`src/rtl/core/dbsg_pkg.sv`:
```
// Shared types and constants of the De Bruijn sequence generator.
// Used by the controller, the datapath and the top level; depends on nothing.
package dbsg_pkg;

  localparam int SYMBOL_W   = 8;
  localparam int SYMCNT_W   = 9;
  localparam int ORDER_W    = 5;
  localparam int CFG_IDX_W  = 2;
  localparam int CFG_DATA_W = 9;

  localparam logic [CFG_IDX_W-1:0] REG_SYMBOL_COUNT = 2'd0;
  localparam logic [CFG_IDX_W-1:0] REG_ORDER        = 2'd1;

  // Commands from the controller to the datapath.
  typedef struct packed {
    logic emit;       // transfer accepted: present the next symbol
    logic prep;       // start a successor step: load p and the copy index
    logic ext_sel;    // read address follows the copy index (i - p)
    logic ext_step;   // copy one symbol of the periodic extension
    logic scan_sel;   // read address follows the scan index (i - 1)
    logic scan_dec;   // symbol at i - 1 is maximal: move down
    logic scan_bump;  // increment the symbol at i - 1 and set the new length
    logic scan_wrap;  // no symbol left to increment: back to the all-zero word
    logic div_step;   // one subtraction of the divisibility test
  } cmd_t;

  // Status from the datapath to the controller.
  typedef struct packed {
    logic cfg_hit;    // a write to a defined register this cycle
    logic out_free;   // output register empty or being taken
    logic wrap;       // the symbol being emitted closes the current word
    logic ext_done;   // extension reached the order
    logic scan_zero;  // scan index reached zero
    logic scan_max;   // symbol under the scan index is the largest one
    logic rem_ge;     // remainder still at least the word length
    logic rem_zero;   // remainder is zero
  } stat_t;

endpackage

```
`src/rtl/core/dbsg_controller.sv`:
```
// Sequencer of the De Bruijn sequence generator: emit, extend, scan, divide.
// Depends on dbsg_pkg for the command and status structs.
module dbsg_controller (
  input  logic            clk,
  input  logic            rst_n,
  input  logic            in_valid,
  output logic            in_stall,
  input  dbsg_pkg::stat_t stat,
  output dbsg_pkg::cmd_t  cmd
);

  typedef enum logic [4:0] {
    ST_IDLE   = 5'b00001,
    ST_PREP   = 5'b00010,
    ST_EXTEND = 5'b00100,
    ST_SCAN   = 5'b01000,
    ST_DIV    = 5'b10000
  } state_t;

  state_t state_r, state_nxt;

  always_comb begin
    cmd       = '0;
    state_nxt = state_r;
    in_stall  = !((state_r == ST_IDLE) && stat.out_free && !stat.cfg_hit);
    if (stat.cfg_hit) begin
      state_nxt = ST_IDLE;
    end else begin
      unique case (state_r)
        ST_IDLE: begin
          if (in_valid && !in_stall) begin
            cmd.emit = 1'b1;
            if (stat.wrap) begin
              state_nxt = ST_PREP;
            end
          end
        end
        ST_PREP: begin
          cmd.prep  = 1'b1;
          state_nxt = ST_EXTEND;
        end
        ST_EXTEND: begin
          cmd.ext_sel = 1'b1;
          if (stat.ext_done) begin
            state_nxt = ST_SCAN;
          end else begin
            cmd.ext_step = 1'b1;
          end
        end
        ST_SCAN: begin
          cmd.scan_sel = 1'b1;
          if (stat.scan_zero) begin
            cmd.scan_wrap = 1'b1;
            state_nxt     = ST_IDLE;
          end else if (stat.scan_max) begin
            cmd.scan_dec = 1'b1;
          end else begin
            cmd.scan_bump = 1'b1;
            state_nxt     = ST_DIV;
          end
        end
        ST_DIV: begin
          if (stat.rem_ge) begin
            cmd.div_step = 1'b1;
          end else if (stat.rem_zero) begin
            state_nxt = ST_IDLE;
          end else begin
            state_nxt = ST_PREP;
          end
        end
        default: begin
          state_nxt = ST_IDLE;
        end
      endcase
    end
  end

  always_ff @(posedge clk) begin
    if (!rst_n) begin
      state_r <= ST_IDLE;
    end else begin
      state_r <= state_nxt;
    end
  end

endmodule

```
`src/rtl/core/dbsg_datapath.sv`:
```
// Datapath of the De Bruijn sequence generator: word store, counters,
// configuration registers and output register. Depends on dbsg_pkg.
module dbsg_datapath #(
  parameter int MAX_SYMBOLS = 256,
  parameter int MAX_ORDER   = 16
) (
  input  logic                                clk,
  input  logic                                rst_n,
  input  dbsg_pkg::cmd_t                      cmd,
  output dbsg_pkg::stat_t                     stat,
  input  logic                                cfg_we,
  input  logic [dbsg_pkg::CFG_IDX_W-1:0]      cfg_index,
  input  logic [dbsg_pkg::CFG_DATA_W-1:0]     cfg_wdata,
  input  logic                                in_restart,
  output logic                                out_valid,
  input  logic                                out_stall,
  output logic [dbsg_pkg::SYMBOL_W-1:0]       out_symbol,
  output logic                                out_cycle_end
);

  localparam int SW  = dbsg_pkg::SYMBOL_W;
  localparam int KW  = dbsg_pkg::SYMCNT_W;
  localparam int NW  = dbsg_pkg::ORDER_W;
  localparam int CW  = $clog2(MAX_ORDER + 1);
  localparam int IW  = (MAX_ORDER > 1) ? $clog2(MAX_ORDER) : 1;

  logic [SW-1:0] word_r [MAX_ORDER];
  logic [CW-1:0] len_r, len_nxt;
  logic [CW-1:0] pos_r, pos_nxt;
  logic [CW-1:0] i_r, i_nxt;
  logic [CW-1:0] p_r, p_nxt;
  logic [CW-1:0] rem_r, rem_nxt;
  logic [KW-1:0] k_r;
  logic [NW-1:0] n_r;
  logic          out_valid_r, out_valid_nxt;
  logic [SW-1:0] out_symbol_r;
  logic          out_cycle_end_r;

  logic [KW-1:0] k_eff, k_less;
  logic [SW-1:0] k_top;
  logic [31:0]   n_wide, n_sel;
  logic [CW-1:0] n_eff;
  logic          len_bad, restart_eff, wrap_e, end_e;
  logic [CW-1:0] pos_e, len_e, pos_inc, rd_idx;
  logic [SW-1:0] rd_data, sym_e;
  logic          wr_en, clr;
  logic [CW-1:0] wr_idx;
  logic [SW-1:0] wr_data;

  // Clamped alphabet size and order.
  always_comb begin
    if (k_r < KW'(2)) begin
      k_eff = KW'(2);
    end else if (k_r > KW'(MAX_SYMBOLS)) begin
      k_eff = KW'(MAX_SYMBOLS);
    end else begin
      k_eff = k_r;
    end
    k_less = k_eff - KW'(1);
    k_top  = k_less[SW-1:0];
    n_wide = 32'(n_r);
    if (n_r == '0) begin
      n_sel = 32'd1;
    end else if (n_wide > 32'(MAX_ORDER)) begin
      n_sel = 32'(MAX_ORDER);
    end else begin
      n_sel = n_wide;
    end
    n_eff = n_sel[CW-1:0];
  end

  assign stat.cfg_hit = cfg_we &&
                        ((cfg_index == dbsg_pkg::REG_SYMBOL_COUNT) ||
                         (cfg_index == dbsg_pkg::REG_ORDER));

  // Emit path: the model's sanity checks on the stored length and position.
  always_comb begin
    len_bad     = (len_r == '0) || (len_r > n_eff);
    restart_eff = in_restart || len_bad;
    pos_e       = (restart_eff || (pos_r >= len_r)) ? '0 : pos_r;
    len_e       = restart_eff ? CW'(1) : len_r;
    if (cmd.ext_sel) begin
      rd_idx = i_r - p_r;
    end else if (cmd.scan_sel) begin
      rd_idx = i_r - CW'(1);
    end else begin
      rd_idx = pos_e;
    end
    rd_data = word_r[rd_idx[IW-1:0]];
    sym_e   = restart_eff ? '0 : rd_data;
    pos_inc = pos_e + CW'(1);
    wrap_e  = (pos_inc >= len_e);
    end_e   = wrap_e && (len_e == CW'(1)) && (sym_e == k_top);
  end

  assign stat.out_free  = !out_valid_r || !out_stall;
  assign stat.wrap      = wrap_e;
  assign stat.ext_done  = (i_r >= n_eff);
  assign stat.scan_zero = (i_r == '0);
  assign stat.scan_max  = (rd_data >= k_top);
  assign stat.rem_ge    = (rem_r >= len_r);
  assign stat.rem_zero  = (rem_r == '0);

  always_comb begin
    len_nxt       = len_r;
    pos_nxt       = pos_r;
    i_nxt         = i_r;
    p_nxt         = p_r;
    rem_nxt       = rem_r;
    wr_en         = 1'b0;
    wr_idx        = i_r;
    wr_data       = rd_data;
    clr           = 1'b0;
    out_valid_nxt = out_valid_r;
    if (out_valid_r && !out_stall) begin
      out_valid_nxt = 1'b0;
    end
    if (stat.cfg_hit) begin
      clr     = 1'b1;
      len_nxt = CW'(1);
      pos_nxt = '0;
    end else begin
      if (cmd.emit) begin
        clr           = restart_eff;
        len_nxt       = len_e;
        pos_nxt       = wrap_e ? '0 : pos_inc;
        out_valid_nxt = 1'b1;
      end
      if (cmd.prep) begin
        p_nxt = len_bad ? CW'(1) : len_r;
        i_nxt = len_bad ? CW'(1) : len_r;
      end
      if (cmd.ext_step) begin
        wr_en = 1'b1;
        wr_idx = i_r;
        i_nxt = i_r + CW'(1);
      end
      if (cmd.scan_dec) begin
        i_nxt = i_r - CW'(1);
      end
      if (cmd.scan_bump) begin
        wr_en   = 1'b1;
        wr_idx  = i_r - CW'(1);
        wr_data = rd_data + SW'(1);
        len_nxt = i_r;
        rem_nxt = n_eff;
      end
      if (cmd.scan_wrap) begin
        clr     = 1'b1;
        len_nxt = CW'(1);
        pos_nxt = '0;
      end
      if (cmd.div_step) begin
        rem_nxt = rem_r - len_r;
      end
    end
  end

  always_ff @(posedge clk) begin
    if (!rst_n || clr) begin
      for (int j = 0; j < MAX_ORDER; j++) begin
        word_r[j] <= '0;
      end
    end else if (wr_en) begin
      word_r[wr_idx[IW-1:0]] <= wr_data;
    end
  end

  always_ff @(posedge clk) begin
    if (!rst_n) begin
      len_r       <= CW'(1);
      pos_r       <= '0;
      k_r         <= KW'(2);
      n_r         <= NW'(3);
      out_valid_r <= 1'b0;
    end else begin
      len_r       <= len_nxt;
      pos_r       <= pos_nxt;
      out_valid_r <= out_valid_nxt;
      if (cfg_we && (cfg_index == dbsg_pkg::REG_SYMBOL_COUNT)) begin
        k_r <= cfg_wdata[KW-1:0];
      end
      if (cfg_we && (cfg_index == dbsg_pkg::REG_ORDER)) begin
        n_r <= cfg_wdata[NW-1:0];
      end
    end
  end

  always_ff @(posedge clk) begin
    i_r   <= i_nxt;
    p_r   <= p_nxt;
    rem_r <= rem_nxt;
    if (cmd.emit && !stat.cfg_hit) begin
      out_symbol_r    <= sym_e;
      out_cycle_end_r <= end_e;
    end
  end

  assign out_valid     = out_valid_r;
  assign out_symbol    = out_symbol_r;
  assign out_cycle_end = out_cycle_end_r;

endmodule

```
`src/rtl/core/de_bruijn_sequence_generator.sv`:
```
// Top level of the De Bruijn sequence generator B(k,n).
// Instantiates dbsg_controller and dbsg_datapath; uses dbsg_pkg.
//
// Usage: every transfer on the input channel (in_valid, in_stall, in_restart)
// yields exactly one transfer on the output channel (out_valid, out_stall,
// out_symbol, out_cycle_end). The symbols, taken in order, form the cyclic
// De Bruijn sequence of alphabet size k and order n; out_cycle_end marks the
// last symbol of each k^n cycle, and the next symbol starts the cycle again.
// Setting in_restart goes back to the all-zero word before the symbol is taken.
// The symbol is in the output register in the cycle after the input transfer.
// Inside a Lyndon word a new input transfer is taken whenever the output
// register is free. When a symbol closes a word, the sequencer searches for
// the next emitted word: each successor step copies the periodic extension
// up to order n, moves down over trailing maximal symbols and bumps the last
// one left, then tests whether its length divides n (no test when the walk
// wraps); steps repeat over skipped words; the input is stalled meanwhile.
// A finished symbol waiting in the output register does not hold the search;
// only the next input transfer waits for a free output register.
// Reset (synchronous, rst_n low) sets k = 2, n = 3 and the all-zero word.
// A write to either configuration register also restarts the sequence.
module de_bruijn_sequence_generator #(
  parameter int MAX_SYMBOLS = 256,
  parameter int MAX_ORDER   = 16
) (
  input  logic                                clk,
  input  logic                                rst_n,
  input  logic                                cfg_we,
  input  logic [dbsg_pkg::CFG_IDX_W-1:0]      cfg_index,
  input  logic [dbsg_pkg::CFG_DATA_W-1:0]     cfg_wdata,
  input  logic                                in_valid,
  output logic                                in_stall,
  input  logic                                in_restart,
  output logic                                out_valid,
  input  logic                                out_stall,
  output logic [dbsg_pkg::SYMBOL_W-1:0]       out_symbol,
  output logic                                out_cycle_end
);

  dbsg_pkg::cmd_t  cmd;
  dbsg_pkg::stat_t stat;

  // The controller owns the sequencing; it also decides when the input
  // channel may transfer.
  dbsg_controller u_ctrl (
    .clk      (clk),
    .rst_n    (rst_n),
    .in_valid (in_valid),
    .in_stall (in_stall),
    .stat     (stat),
    .cmd      (cmd)
  );

  // The datapath holds the current Lyndon word, the configuration registers
  // and the output register.
  dbsg_datapath #(
    .MAX_SYMBOLS (MAX_SYMBOLS),
    .MAX_ORDER   (MAX_ORDER)
  ) u_dp (
    .clk           (clk),
    .rst_n         (rst_n),
    .cmd           (cmd),
    .stat          (stat),
    .cfg_we        (cfg_we),
    .cfg_index     (cfg_index),
    .cfg_wdata     (cfg_wdata),
    .in_restart    (in_restart),
    .out_valid     (out_valid),
    .out_stall     (out_stall),
    .out_symbol    (out_symbol),
    .out_cycle_end (out_cycle_end)
  );

endmodule

```
`config.mk`:
```
export PLATFORM = sky130hd
export DESIGN_NAME = de_bruijn_sequence_generator
export DESIGN_NICKNAME = d
export VERILOG_FILES = /design/src/rtl/core/dbsg_pkg.sv /design/src/rtl/core/dbsg_controller.sv /design/src/rtl/core/dbsg_datapath.sv /design/src/rtl/core/de_bruijn_sequence_generator.sv
export SDC_FILE = /design/constraint.sdc
export NUM_CORES = 1
export LEC_CHECK = 0
export BUFFER_PORTS_ARGS = -buffer_cell sky130_fd_sc_hd__buf_4
export CORE_MARGIN = 10
export CORE_UTILIZATION = 63
export CTS_CLUSTER_SIZE = 25
export DETAILED_ROUTE_END_ITERATION = 12
export PLACE_DENSITY_LB_ADDON = 0.05
export SETUP_SLACK_MARGIN = 0.5
export SYNTH_ARGS = -nofsm -noshare
export SYNTH_HDL_FRONTEND = slang
export SYNTH_SLANG_ARGS = --single-unit
export TNS_END_PERCENT = 100
```
`constraint.sdc`:
```
create_clock -name clk -period 8 [get_ports clk]
set_clock_uncertainty 0.15 [all_clocks]
set_input_delay 0 -clock clk [delete_from_list [all_inputs] [get_ports clk]]
set_output_delay 0 -clock clk [all_outputs]
set_load 0.01 [all_outputs]
```
==> flow_summary.yaml <==
status:
  status: "complete, no violations"
setup_path:
  end_kind: "flop"
  cp_max_fo: 10
  crit_type: "flop to flop"
  start_kind: "flop"
  crit_required_ns: 7.98
  rr_endpoint: "u_dp.word_r[13][0]"
  r2r_start: "u_dp.n_r[4]"
  arrival_ns: 7.29
  rr_worst_depth: 23
  rrSetupSlack_ns: 0.69
timing:
  fmax_mhz: 136.9
  hold_ws_ns: 0.08634
  grt_setup_unrepaired: "yes"
  finalWorstPathRequiredPeriod_ns: 7.307
  slew_viol_final: 0
  tightest_slew_ns: 1.132
  final.period_utilization: 0.9134
  slew_headroom: 0.2419
  final.setup.tns_ns: 0
  finalSetupViolCount: 0
  hold_viol: 0
  setup_slack_ns: 0.6929
clock_network:
  root_buffer: "clkbuf_16"
  cts.sinks: 181
  ctsHtreeMaxLevel: 4
  path_clk_slew_ns: 0.07
  cts_tree: "done"
  clk-insertion-delay-late_ns: 0.44
  clockBufferDepth: 2
  cts_buffers: 17
synthesis:
  syn_nets: 1046
  ys.flop_type: "edfxtp_1"
  netlist_instances: 986
  synth_top_area_share: 0.4394
  synth_top_area_cell: "edfxtp_1"
  yosys_warnings: 0
  synth.yosys.seq_area_share: 0.4976
  ys_async_sr_fraction: 0
  yosys-top-cells-area: "edfxtp_1 44%, dfxtp_1 5.8%, mux2i_1 5.4%, ha_1 5.0%, nor2_1 4.9%"
  synth_most_common_cell: "edfxtp_1"
  syn-cell-area_um2: 10320
  ys_seq_elements: 181
  avgSynthCellArea_um2: 10.47
  synth_cell_types: 85
  synth.cells.most_frequent: "151 x edfxtp_1, 135 x nor2_1, 96 x nand2_1"
  synth_edf_count: 151
floorplan:
  ioPinCount: 28
  rows: 46
  dieArea_um2: 21900
  die_x_um: 148.0
  dieHeight_um: 148.0
  start_util: 0.6472
  core_region_area_um2: 15940
routing:
  drt-pass1-iter-count: 7
  wl_per_cell_um: 23.57
  routed_wl_um: 29980
  drc_errors: 0
  drtIter0Drc: 1353
  final_antenna_net_count: 0
  vias_per_cell: 6.593
  vias: 8386
power_and_ir_drop:
  p_leak_nw: 4.513
  peakVddDrop_v: 0.0001671
  power.density_nw_per_um2: 236.4
placement:
  io_buffer_count: 27
  post-dp-hpwl_um: 20980
  place_ws_ns: 0.7299
  gp_congestion: 1.014
global_routing:
  antenna_found_initial: 0
  grt_max_degree: 29
  track_usage: 0.2711
  grt_pass1_vias: 7872
  grt_overflow: 0
  grt_first_pass_wirelength_um: 45830
layout:
  multiInputGateArea_um2: 4810
  drive_gt1_frac: 0.1525
  n_antenna_cell: 0
  area_growth_pct: 13.61
  seq_area_um2: 5135
  fill_cells: 1103
  fin_nets: 1103
flow_run:
  drv_cap: 0
worst_hold_path:
  holdPathStages: 5
  hold_path_class: "input pin to flop"
  min_from: "cfg_we"
  min_to: "u_dp.n_r[3]"
[logic make-up (layout without fill, tap and decap cells)]
| logic type | count (synthesis) | after routing | share of synthesized area |
|---|---|---|---|
| mux | 61 | 61 | 0.06111 |
| simple gates | 359 | 359 | 0.1605 |
| buf+inv | 91 | 161 | 0.04208 |
| flops | 181 | 181 | 0.4976 |
| fa+ha+maj | 43 | 43 | 0.05360 |
| xor+xnor | 28 | 28 | 0.02449 |
| compound gates | 223 | 223 | 0.1605 |
[worst max-delay path, stage by stage (launching register included)]
cell	delay [ns]
dfxtp_1	0.34
inv_1	0.18
nand2_1	0.14
ha_1	0.32
nand4_1	0.12
o221ai_1	0.37
a21oi_2	0.22
a32o_1	0.34
a21oi_1	0.72
a22oi_1	0.32
a21oi_1	0.52
a21oi_4	0.12
ha_1	0.33
a21o_1	0.16
a21o_1	0.17
a21o_1	0.17
a21o_1	0.16
a21oi_1	0.38
o211a_2	0.39
buf_4	0.25
nand3_1	0.10
o31ai_1	0.22
nand2b_1	0.47
nand2_2	0.35
[power breakdown]
group,total [W],switching [W],internal (W)
Combinational,0.000718,0.000480,0.000238
Sequential,0.00124,0.0000705,0.00117
Clock,0.000817,0.000404,0.000413
Total,0.00277,0.000954,0.00182
[per-layer routing]
| layer | GRT usage | vias to the layer above | wire length [µm] | share of wire |
|---|---|---|---|---|
| met1 | 0.3871 | 4097 | 12560 | 0.42 |
| met5 | 0 | - | 0 | 0 |
| met2 | 0.4051 | 505 | 13320 | 0.44 |
| met3 | 0.06197 | 46 | 3517 | 0.12 |
| li1 | - | 3738 | - | - |
| met4 | 0.07384 | 0 | 590 | 0.020 |
[layout make-up]
cell class / count / share of cell area
Sequential cell: 181 / 0.4380
Multi-Input combinational cell: 714 / 0.4103
Timing Repair Buffer: 96 / 0.06980
Clock buffer: 18 / 0.03661
Tap cell: 216 / 0.02305
Clock inverter: 14 / 0.01163
Inverter: 33 / 0.01057
[sequential cells by signal, summed over array words and instances, names as in the netlist]
signal	flops
u_dp.word_r	128
u_dp.k_r	9
u_dp.out_symbol	8
u_ctrl.state_r	5
u_dp.i_r	5
u_dp.len_r	5
u_dp.n_r	5
u_dp.pos_r	5
u_dp.rem_r	5
u_dp.p_r	4
u_dp.out_cycle_end	1
u_dp.out_valid	1
[stage by stage]
stage	util	area, µm²	total power [W]	cells
global route	0.7353	11720	0.002866	1272
CTS	0.7296	11630	0.002743	1267
finish	0.7353	11720	0.002771	1272
global placement	0.6728	10730	0.001913	1201
floorplan	-	10320	0.001677	986
detailed placement	0.6728	10730	0.001932	1201
[how the worst max path moves through the flow]
stage                           start                 end  slack (ns)  depth (start not counted)
after floorplan           u_dp.i_r[0]  u_dp.word_r[10][3]        1.52                         28
after global placement    u_dp.i_r[0]  u_dp.word_r[13][2]        0.86                         24
after detailed placement  u_dp.n_r[4]   u_dp.word_r[1][7]        0.73                         22
after CTS                 u_dp.n_r[4]   u_dp.word_r[8][7]        0.73                         22
after global routing      u_dp.i_r[0]  u_dp.word_r[13][2]        0.34                         24
final                     u_dp.n_r[4]  u_dp.word_r[13][0]        0.69                         23
[timing repair]
item | CTS | global route
endpoints found under the setup margin | 0 | 136
hold buffers | 34 | 0
resized for setup | 0 | 20
buffers inserted | 0 | 5
endpoints found under the hold margin | 22 | 0
[placed cells by master, fill, tap and decap left out, drive strengths merged, types with 24 or more instances in the layout]
| cell | count |
|---|---|
| edfxtp | 151 |
| nor2 | 135 |
| nand2 | 97 |
| a21oi | 71 |
| buf | 62 |
| mux2i | 57 |
| ha | 41 |
| nand3 | 41 |
| inv | 40 |
| dlygate4sd3 | 34 |
| dfxtp | 30 |
| a21boi | 24 |
(Power assumes the default switching activity.)
